### src/lphi_pkg.sv
// Package for the linear probing hash insert unit.
// Holds the key width, the operation codes and the sequencer state type.
// No dependencies.
package lphi_pkg;

  localparam int KEY_W       = 34;
  localparam int SLOT_PORT_W = 4;

  localparam logic FUNC_INSERT = 1'b0;
  localparam logic FUNC_READ   = 1'b1;

  typedef enum logic [2:0] {
    ST_CLEAR,
    ST_IDLE,
    ST_RD_DATA,
    ST_HASH,
    ST_HOME,
    ST_RES_HASH,
    ST_PROBE,
    ST_WR_KEY
  } lphi_state_t;

endpackage

### src/lphi_mod.sv
// Remainder unit: value mod TABLE_SIZE in three pipelined steps (fold, then two compare-subtract
// steps). Depends on lphi_pkg for the key width.
module lphi_mod #(
  parameter int TABLE_SIZE = 16
) (
  input  logic                          clk,
  input  logic                          rst,
  input  logic                          start,
  input  logic [lphi_pkg::KEY_W-1:0]    value,
  output logic                          done,
  output logic [$clog2(TABLE_SIZE)-1:0] rem
);
  import lphi_pkg::*;

  localparam int SLOT_W  = $clog2(TABLE_SIZE);
  localparam int CHUNK_W = 4;
  localparam int N_CHUNK = (KEY_W + CHUNK_W - 1) / CHUNK_W;
  localparam int EXT_W   = N_CHUNK * CHUNK_W;
  // Each folded term is below 15 * TABLE_SIZE and there are N_CHUNK of them, so the sum stays
  // below 256 * TABLE_SIZE.
  localparam int SUM_W   = SLOT_W + 8;
  localparam logic [SUM_W-1:0] MOD_EXT = SUM_W'(TABLE_SIZE);

  // Weight of each key chunk: 2 to the power of its bit offset, reduced mod TABLE_SIZE.
  function automatic logic [N_CHUNK*SLOT_W-1:0] chunk_weights();
    logic [N_CHUNK*SLOT_W-1:0] v;
    int                        w;
    v = '0;
    w = 1;
    for (int i = 0; i < N_CHUNK; i++) begin
      v[i*SLOT_W +: SLOT_W] = SLOT_W'(w);
      for (int b = 0; b < CHUNK_W; b++) w = (w * 2) % TABLE_SIZE;
    end
    return v;
  endfunction

  localparam logic [N_CHUNK*SLOT_W-1:0] WEIGHTS = chunk_weights();

  logic [EXT_W-1:0]  val_ext;
  logic [SUM_W-1:0]  fold_sum;
  logic [SUM_W-1:0]  acc;
  logic [SUM_W-1:0]  hi_red;
  logic [SUM_W-1:0]  mid;
  logic [SUM_W-1:0]  lo_red;
  logic [SLOT_W-1:0] r;
  logic              stage1, stage2;

  // Fold the key into a small sum with the same remainder.
  always_comb begin
    val_ext  = EXT_W'(value);
    fold_sum = '0;
    for (int i = 0; i < N_CHUNK; i++) begin
      fold_sum = fold_sum + SUM_W'(val_ext[i*CHUNK_W +: CHUNK_W]) *
                            SUM_W'(WEIGHTS[i*SLOT_W +: SLOT_W]);
    end
  end

  // Take off 128, 64, 32 and 16 times TABLE_SIZE where they fit.
  always_comb begin
    hi_red = acc;
    for (int j = 7; j >= 4; j--) begin
      if (hi_red >= (MOD_EXT << j)) hi_red = hi_red - (MOD_EXT << j);
    end
  end

  // Take off 8, 4, 2 and 1 times TABLE_SIZE; what is left is below TABLE_SIZE.
  always_comb begin
    lo_red = mid;
    for (int j = 3; j >= 0; j--) begin
      if (lo_red >= (MOD_EXT << j)) lo_red = lo_red - (MOD_EXT << j);
    end
  end

  always_ff @(posedge clk) begin
    if (rst) begin
      stage1 <= 1'b0;
      stage2 <= 1'b0;
      done   <= 1'b0;
    end else begin
      stage1 <= start;
      stage2 <= stage1;
      done   <= stage2;
    end
  end

  always_ff @(posedge clk) begin
    if (start)  acc <= fold_sum;
    if (stage1) mid <= hi_red;
    if (stage2) r   <= lo_red[SLOT_W-1:0];
  end

  assign rem = r;

endmodule

### src/linear_probe_hash_insert_unit.sv
// Top level of the linear probing hash insert unit: sequencer, slot memories, result register.
// Depends on lphi_pkg and lphi_mod.
//
// The unit holds an open-addressing table of TABLE_SIZE slots. Issue a transaction by raising
// start while busy is low. After reset the unit runs a clearing pass over the valid memory and
// stays busy until that pass is done. A read keeps busy high through the read data state. An
// insert into a full table never raises busy and reports full_res in the cycle right after it
// is accepted. Any other insert keeps busy high through the pipelined key mod TABLE_SIZE unit,
// a read of the home slot, the probe of each slot past it (one memory read per cycle) and the
// write of the key. In replacement mode, an occupied home slot also costs a pass through the
// remainder unit to hash its resident. A result shows in the first cycle after busy falls.
// Each result is shown for exactly one cycle with result_valid high. The receiver cannot
// stall it, so capture it in that cycle. A result cycle overlaps the first cycle in which the
// next transaction may be accepted. The replace_mode register is written over the cfg channel.
// That channel is always ready. Write it only while the unit is idle.
module linear_probe_hash_insert_unit #(
  parameter int TABLE_SIZE = 16
) (
  input  logic                              clk,
  input  logic                              rst,
  input  logic                              start,
  output logic                              busy,
  input  logic                              func,
  input  logic [lphi_pkg::KEY_W-1:0]        key,
  input  logic [lphi_pkg::SLOT_PORT_W-1:0]  slot,
  output logic                              result_valid,
  output logic [lphi_pkg::SLOT_PORT_W-1:0]  placed_slot,
  output logic                              moved,
  output logic [lphi_pkg::SLOT_PORT_W-1:0]  moved_to_slot,
  output logic                              full_res,
  output logic [lphi_pkg::KEY_W-1:0]        read_key,
  output logic                              read_valid,
  input  logic                              cfg_valid,
  output logic                              cfg_ready,
  input  logic                              cfg_data
);
  import lphi_pkg::*;

  localparam int SLOT_W = $clog2(TABLE_SIZE);
  localparam int CNT_W  = $clog2(TABLE_SIZE + 1);
  localparam logic [SLOT_W-1:0] LAST_SLOT = SLOT_W'(TABLE_SIZE - 1);
  localparam logic [CNT_W-1:0]  FULL_CNT  = CNT_W'(TABLE_SIZE);

  lphi_state_t state, state_next;

  // Control registers.
  logic              replace_mode;
  logic [CNT_W-1:0]  used_count, used_count_next;
  logic [SLOT_W-1:0] clr, clr_next;

  // Working registers for the transaction in flight.
  logic [SLOT_W-1:0] ptr, ptr_next;
  logic [SLOT_W-1:0] home, home_next;
  logic [SLOT_W-1:0] place, place_next;
  logic [SLOT_W-1:0] moved_to, moved_to_next;
  logic [KEY_W-1:0]  key_q, key_q_next;
  logic [KEY_W-1:0]  resident, resident_next;
  logic              disp, disp_next;
  logic              rd_ok, rd_ok_next;

  // Slot memories: keys have no reset, valid bits are cleared by the pass after reset.
  logic [KEY_W-1:0]  key_mem [TABLE_SIZE];
  logic              valid_mem [TABLE_SIZE];
  logic [KEY_W-1:0]  rd_key_q;
  logic              rd_valid_q;
  logic              kw_en, vw_en, w_valid;
  logic [SLOT_W-1:0] w_addr;
  logic [KEY_W-1:0]  w_key;

  // Remainder unit.
  logic              mod_start, mod_done;
  logic [KEY_W-1:0]  mod_value;
  logic [SLOT_W-1:0] mod_rem;

  // Result staging.
  logic                   res_we;
  logic [SLOT_PORT_W-1:0] res_placed, res_moved_to;
  logic                   res_moved, res_full, res_rvalid;
  logic [KEY_W-1:0]       res_rkey;

  logic              slot_in_range;
  logic [SLOT_W-1:0] slot_idx;

  assign busy      = (state != ST_IDLE);
  assign cfg_ready = 1'b1;

  // A read slot beyond the table reads as an empty slot; index 0 keeps the address legal.
  assign slot_in_range = ({28'd0, slot} < 32'(TABLE_SIZE));
  assign slot_idx      = slot_in_range ? SLOT_W'(slot) : '0;

  lphi_mod #(.TABLE_SIZE(TABLE_SIZE)) u_mod (
    .clk   (clk),
    .rst   (rst),
    .start (mod_start),
    .value (mod_value),
    .done  (mod_done),
    .rem   (mod_rem)
  );

  // Next state.
  always_comb begin
    state_next = state;
    unique case (state)
      ST_CLEAR: begin
        if (clr == LAST_SLOT) state_next = ST_IDLE;
      end
      ST_IDLE: begin
        if (start) begin
          if (func == FUNC_READ) begin
            state_next = ST_RD_DATA;
          end else if (used_count != FULL_CNT) begin
            state_next = ST_HASH;
          end
        end
      end
      ST_RD_DATA: state_next = ST_IDLE;
      ST_HASH: begin
        if (mod_done) state_next = ST_HOME;
      end
      ST_HOME: begin
        if (!rd_valid_q) begin
          state_next = ST_WR_KEY;
        end else if (replace_mode) begin
          state_next = ST_RES_HASH;
        end else begin
          state_next = ST_PROBE;
        end
      end
      ST_RES_HASH: begin
        if (mod_done) state_next = ST_PROBE;
      end
      ST_PROBE: begin
        if (!rd_valid_q) state_next = ST_WR_KEY;
      end
      ST_WR_KEY: state_next = ST_IDLE;
      default: state_next = ST_IDLE;
    endcase
  end

  // Datapath control and register next values.
  always_comb begin
    clr_next        = clr;
    used_count_next = used_count;
    ptr_next        = ptr;
    home_next       = home;
    place_next      = place;
    moved_to_next   = moved_to;
    key_q_next      = key_q;
    resident_next   = resident;
    disp_next       = disp;
    rd_ok_next      = rd_ok;
    mod_start       = 1'b0;
    mod_value       = key;
    kw_en           = 1'b0;
    vw_en           = 1'b0;
    w_addr          = ptr;
    w_key           = resident;
    w_valid         = 1'b1;
    res_we          = 1'b0;
    res_placed      = '0;
    res_moved       = 1'b0;
    res_moved_to    = '0;
    res_full        = 1'b0;
    res_rkey        = '0;
    res_rvalid      = 1'b0;
    unique case (state)
      ST_CLEAR: begin
        vw_en    = 1'b1;
        w_addr   = clr;
        w_valid  = 1'b0;
        clr_next = clr + 1'b1;
      end
      ST_IDLE: begin
        if (start) begin
          if (func == FUNC_READ) begin
            ptr_next   = slot_idx;
            rd_ok_next = slot_in_range;
          end else if (used_count == FULL_CNT) begin
            res_we   = 1'b1;
            res_full = 1'b1;
          end else begin
            key_q_next = key;
            mod_start  = 1'b1;
            mod_value  = key;
          end
        end
      end
      ST_RD_DATA: begin
        res_we     = 1'b1;
        res_rvalid = rd_ok & rd_valid_q;
        res_rkey   = (rd_ok & rd_valid_q) ? rd_key_q : '0;
      end
      ST_HASH: begin
        if (mod_done) begin
          home_next = mod_rem;
          ptr_next  = mod_rem;
        end
      end
      ST_HOME: begin
        disp_next = 1'b0;
        if (!rd_valid_q) begin
          place_next = home;
        end else if (replace_mode) begin
          resident_next = rd_key_q;
          mod_start     = 1'b1;
          mod_value     = rd_key_q;
        end else begin
          ptr_next = (ptr == LAST_SLOT) ? '0 : ptr + 1'b1;
        end
      end
      ST_RES_HASH: begin
        if (mod_done) begin
          disp_next = (mod_rem != home);
          ptr_next  = (home == LAST_SLOT) ? '0 : home + 1'b1;
        end
      end
      ST_PROBE: begin
        if (!rd_valid_q) begin
          if (disp) begin
            // The misplaced resident moves to this free slot, the new key takes home.
            kw_en         = 1'b1;
            vw_en         = 1'b1;
            w_addr        = ptr;
            w_key         = resident;
            moved_to_next = ptr;
            place_next    = home;
          end else begin
            place_next = ptr;
          end
        end else begin
          ptr_next = (ptr == LAST_SLOT) ? '0 : ptr + 1'b1;
        end
      end
      ST_WR_KEY: begin
        kw_en           = 1'b1;
        vw_en           = 1'b1;
        w_addr          = place;
        w_key           = key_q;
        used_count_next = used_count + 1'b1;
        res_we          = 1'b1;
        res_placed      = SLOT_PORT_W'(place);
        res_moved       = disp;
        res_moved_to    = disp ? SLOT_PORT_W'(moved_to) : '0;
      end
      default: begin
        clr_next = clr;
      end
    endcase
  end

  always_ff @(posedge clk) begin
    if (rst) begin
      state        <= ST_CLEAR;
      clr          <= '0;
      used_count   <= '0;
      replace_mode <= 1'b0;
      result_valid <= 1'b0;
    end else begin
      state        <= state_next;
      clr          <= clr_next;
      used_count   <= used_count_next;
      result_valid <= res_we;
      if (cfg_valid && cfg_ready) replace_mode <= cfg_data;
    end
  end

  always_ff @(posedge clk) begin
    ptr      <= ptr_next;
    home     <= home_next;
    place    <= place_next;
    moved_to <= moved_to_next;
    key_q    <= key_q_next;
    resident <= resident_next;
    disp     <= disp_next;
    rd_ok    <= rd_ok_next;
    if (res_we) begin
      placed_slot   <= res_placed;
      moved         <= res_moved;
      moved_to_slot <= res_moved_to;
      full_res      <= res_full;
      read_key      <= res_rkey;
      read_valid    <= res_rvalid;
    end
  end

  // The read address is the next probe pointer, so the registered data matches ptr.
  always_ff @(posedge clk) begin
    if (kw_en) key_mem[w_addr] <= w_key;
    rd_key_q <= key_mem[ptr_next];
  end

  always_ff @(posedge clk) begin
    if (vw_en) valid_mem[w_addr] <= w_valid;
    rd_valid_q <= valid_mem[ptr_next];
  end

`ifndef SYNTHESIS
  a_result_when_idle: assert property (@(posedge clk) disable iff (rst)
    result_valid |-> !busy)
    else $error("result strobe while busy");

  a_count_bound: assert property (@(posedge clk) disable iff (rst)
    used_count <= FULL_CNT)
    else $error("occupied slot count above table size");

  a_count_on_write: assert property (@(posedge clk) disable iff (rst)
    (state == ST_WR_KEY) |=> (used_count == $past(used_count) + 1'b1))
    else $error("insert did not bump the occupied slot count");

  a_full_drops: assert property (@(posedge clk) disable iff (rst)
    (result_valid && full_res) |-> (!moved && (placed_slot == '0) && !read_valid))
    else $error("full table result carries placement data");
`endif

endmodule

### config.mk
export PLATFORM = sky130hd
export DESIGN_NAME = linear_probe_hash_insert_unit
export DESIGN_NICKNAME = d
export VERILOG_FILES = /design/src/lphi_pkg.sv /design/src/lphi_mod.sv /design/src/linear_probe_hash_insert_unit.sv
export SDC_FILE = /design/constraint.sdc
export NUM_CORES = 1
export LEC_CHECK = 0
export ABC_AREA = 1
export BUFFER_PORTS_ARGS = -buffer_cell sky130_fd_sc_hd__buf_2
export CAP_MARGIN = 5
export CORE_AREA = 10 10 315 317
export DETAILED_ROUTE_END_ITERATION = 16
export DIE_AREA = 0 0 325 327
export HOLD_SLACK_MARGIN = 0.02
export PLACE_DENSITY = 0.45
export SETUP_SLACK_MARGIN = 0.1
export SYNTH_ARGS = -nofsm -noshare
export SYNTH_HDL_FRONTEND = slang
export SYNTH_SLANG_ARGS = --single-unit
### constraint.sdc
create_clock -name clk -period 4.1 [get_ports clk]
set_input_delay 0.82 -clock clk [delete_from_list [all_inputs] [get_ports clk]]
set_output_delay 0.82 -clock clk [all_outputs]
set_load 0.01 [all_outputs]
==> impl_summary.md <==
Logic synthesis
In the post-synthesis netlist, the biggest area contributors are edfxtp_1 65%, nand3_1 10%, inv_1 6.4%. The dominant cell by count in the synthesized netlist is edfxtp_1. In this run the mean area of a mapped cell was around 11 sq um. The post-synthesis sequential area ratio is 0.6872. The synthesized design contains 698 enable-type register cells.

The net count after synthesis is approximately 3000. The flip-flop and latch count after synthesis is 754. The cell type with the largest total area after synthesis is edfxtp_1. Synthesis produced 2959 cells. In the synthesized netlist, the cells that appear most often are 698 x edfxtp_1, 648 x nand3_1, 544 x inv_1, 531 x nand2_1, 118 x nor2_1.

The number of warning messages in the yosys log is 0. After synthesis, the netlist uses 40 different library cells. Among all flip-flop cells after synthesis, the most frequent one is edfxtp_1. The fraction of synthesized cell area taken by the top area cell type is 0.6523.

The mapped cell area is ~32000 sq um. The fraction of synthesis flops using an asynchronous set or reset pin is 0.

Clock network
The clock edge transition at the registers on the reported setup and hold paths is 0.06 ns. The post-CTS setup buffer count is 0. The number of buffers on the longest clock path is 3.

The H-tree generated during clock tree synthesis spans 3 levels. The quantity of gates resized following cts is 0. The CTS tree is done.

The number of hold buffers added after cts is 0. The clock reaches the later pin of the worst-skew pair after 0.65 ns. The TritonCTS buffer count is 86. In this run the clock root is driven by a clkbuf_16. The total number of clock tree sinks is 754.

Worst setup path
The endpoint class of the critical path is a flip-flop. The critical path in this run is classified as flip-flop to flip-flop. The internal reg-to-reg setup slack is ~0.84 ns. The worst register-to-register path begins at state[2]. The arrival time of data at the critical path endpoint is 3.51 ns. At the worst endpoint, the required time is between 4 and 5 ns.

The worst setup path startpoint is state[2]. The type of origin of the critical path is a flip-flop. The worst register-to-register path ends at key_mem[3][32]. The number of cells on the worst reg-to-reg path is 10. The biggest fanout along the worst timing path is 23.

Pwr
For this design the static power due to leakage is 15.01 nW. IR analysis of the VDD net gives a maximum drop of 0.6584 mV. The power density over the cells is 768.2 nW/um^2.

Floorplanning
Row generation in the floorplan step produced 112 rows. The die footprint is approximately 110000 sq um. The floorplan die height is around 330 microns.

92 I/O pins were placed. The core region is 92770 sq um. For this configuration, the core starts out at a cell density of 0.3464. In this run the horizontal extent of the chip is 325 microns.

GRT
The met3 global-route usage is 0.02476. The leftover overflow at the end of global routing is 0. The peak-usage layer in the global routing report is met2.

The number of antenna violations at the first check in global routing came to 1. The global-route track usage on met1 is 0.2261. Across every metal layer, demand over resource in global routing totals 0.1626. The via count of the first global-routing pass is ~21000. The first global-routing pass estimated 132800 microns of wire. The pin count of the biggest net entering global routing is just under 80. In the global route stage, met2 resource usage came out at 0.2624.

Outcome
The run finished with clean final reports.

Job
Across the run, the number of max-cap violations was 0.

Placed design
The final HPWL from detailed placement is just under 50000 microns. The congestion estimate from routability-driven global placement came to 0.7991. Input and output buffers added on the ports amount to 90.

Timing
Derived from the worst setup path, the maximum achievable clock frequency is around 310 MHz. The share of the cycle needed by the critical path after routing is 0.7939. Setup total negative slack on the finished layout was measured at 0 ns. Setup repair after global routing left no endpoint under its margin. The minimum period implied by the final worst setup slack is 3.255 ns. The headroom to the max-slew limit is 0.3178. The number of endpoints with negative hold slack in the final report is 0.

The max-slew violation count is 0. For the pin with the worst max-slew slack, the measured transition is 1.023 ns. The final setup violation count is 0. Across the routed clock network, the largest skew measured is 0.03221 ns.

Final layout
The final standard cell utilization of the core is 0.4004. The number of antenna diodes is 0. The fraction of layout instances using a drive strength above 1 is 0.1050. The final layout contains ~3100 nets. Compared with the post-synthesis result, the final layout area differs by 15.59%.

Hold path
The worst hold path stage count is 1. The worst hold path class is input pin to flip-flop. The hold path endpoint is key_q[33].

In this run the most critical hold path is launched from key[33].

Drt
For this block, the via count after detailed routing is 20879. The number of nets with antenna violations after routing is 0. The number of remaining DRC errors is 0. The number of DRC markers after the initial detailed-route iteration is 1594. The number of vias per cell after detailed routing is 4.781. In the final routed layout, each cell accounts on average for 20.20 microns. For this block, the routed nets add up to 88230 microns of wire. For this run, the detailed router's first-pass iteration total came to 5.
==> power by group <==
| part | total, mW | switching [mW] | internal, mW |
|---|---|---|---|
| combinational | 11.5 | 7.99 | 3.51 |
| sequential | 9.37 | 0.332 | 9.04 |
| clock | 7.66 | 3.15 | 4.51 |
==> critical path: stages, from the launching register on <==
cell and delay, ns:
dfxtp_1 0.57, inv_2 0.19, nor2_4 0.16, buf_4 0.29
inv_2 0.14, o21ai_0 0.19, a21oi_1 0.11, nor2_1 0.37
nand2_1 0.22, nor2_4 0.13, buf_4 0.46
==> per-stage QoR <==
stage               power [mW]  instances  worst slack, ns  instance area (sq um)  hold slack, ns
global route             30.41       4367           0.5739                  37140          0.3121
floorplan                17.45       2959           0.4573                  32130          0.4003
detailed placement       21.09       4208           0.7891                  34320          0.4093
finish                   28.53       4367           0.8448                  37140          0.3481
CTS                      28.86       4367           0.7606                  37140          0.3002
global placement         21.04       4208           0.8284                  34320          0.4146
==> flip-flops by register name, indices dropped and copies added, names as in the netlist, 5 cells and up <==
signal	flops
key_mem	544
key_q	34
rd_key_q	34
read_key	34
resident	34
valid_mem	16
used_count	5
==> routing by layer <==
metal  vias to the layer above  wire, microns
met1                     10282          42240
met3                       113           3935
met2                       487          40370
met4                         0           1679
met5                         -              0
li1                       9997              -
==> worst max-delay path by stage <==
stage                                end  slack (ns)
after global routing      key_mem[3][32]        0.57
final                     key_mem[3][32]        0.84
after floorplan            key_mem[0][0]        0.46
after detailed placement  key_mem[3][23]        0.79
after global placement    key_mem[3][25]        0.83
after CTS                 key_mem[3][11]        0.76
==> layout by cell type, fill, tap and decap left out, drive strengths merged, types with 2 or more instances in the layout <==
master / count
ha: 5
or2: 2
buf: 153
a22oi: 2
nor2: 122
clkinv: 28
clkbuf: 118
clkinvlp: 4
o21ai: 19
inv: 558
dfxtp: 56
nand4: 6
nor3: 10
xnor2: 2
nand2: 534
a21oi: 17
nand3b: 105
nand3: 652
bufinv: 7
a211oi: 4
edfxtp: 698
a31oi: 2
==> kinds of logic after synthesis <==
family | share of synthesized area
buf+inv | 0.09318
other cells | 0.0001167
xor+xnor | 0.0005452
compound gates | 0.008956
flops | 0.6872
simple gates | 0.2081
fa+ha+maj | 0.001947
==> layout make-up <==
| type | count | area, sq um |
|---|---|---|
| clock buffer | 118 | 2372 |
| clock inverter | 41 | 455.4 |
| fill | 8937 | 55630 |
| inverter | 556 | 2095 |
| multi-input combinational | 1491 | 7234 |
| sequential | 754 | 22080 |
| tap | 1254 | 1569 |
| timing repair buffer | 153 | 1336 |
(Power assumes the default switching activity.)
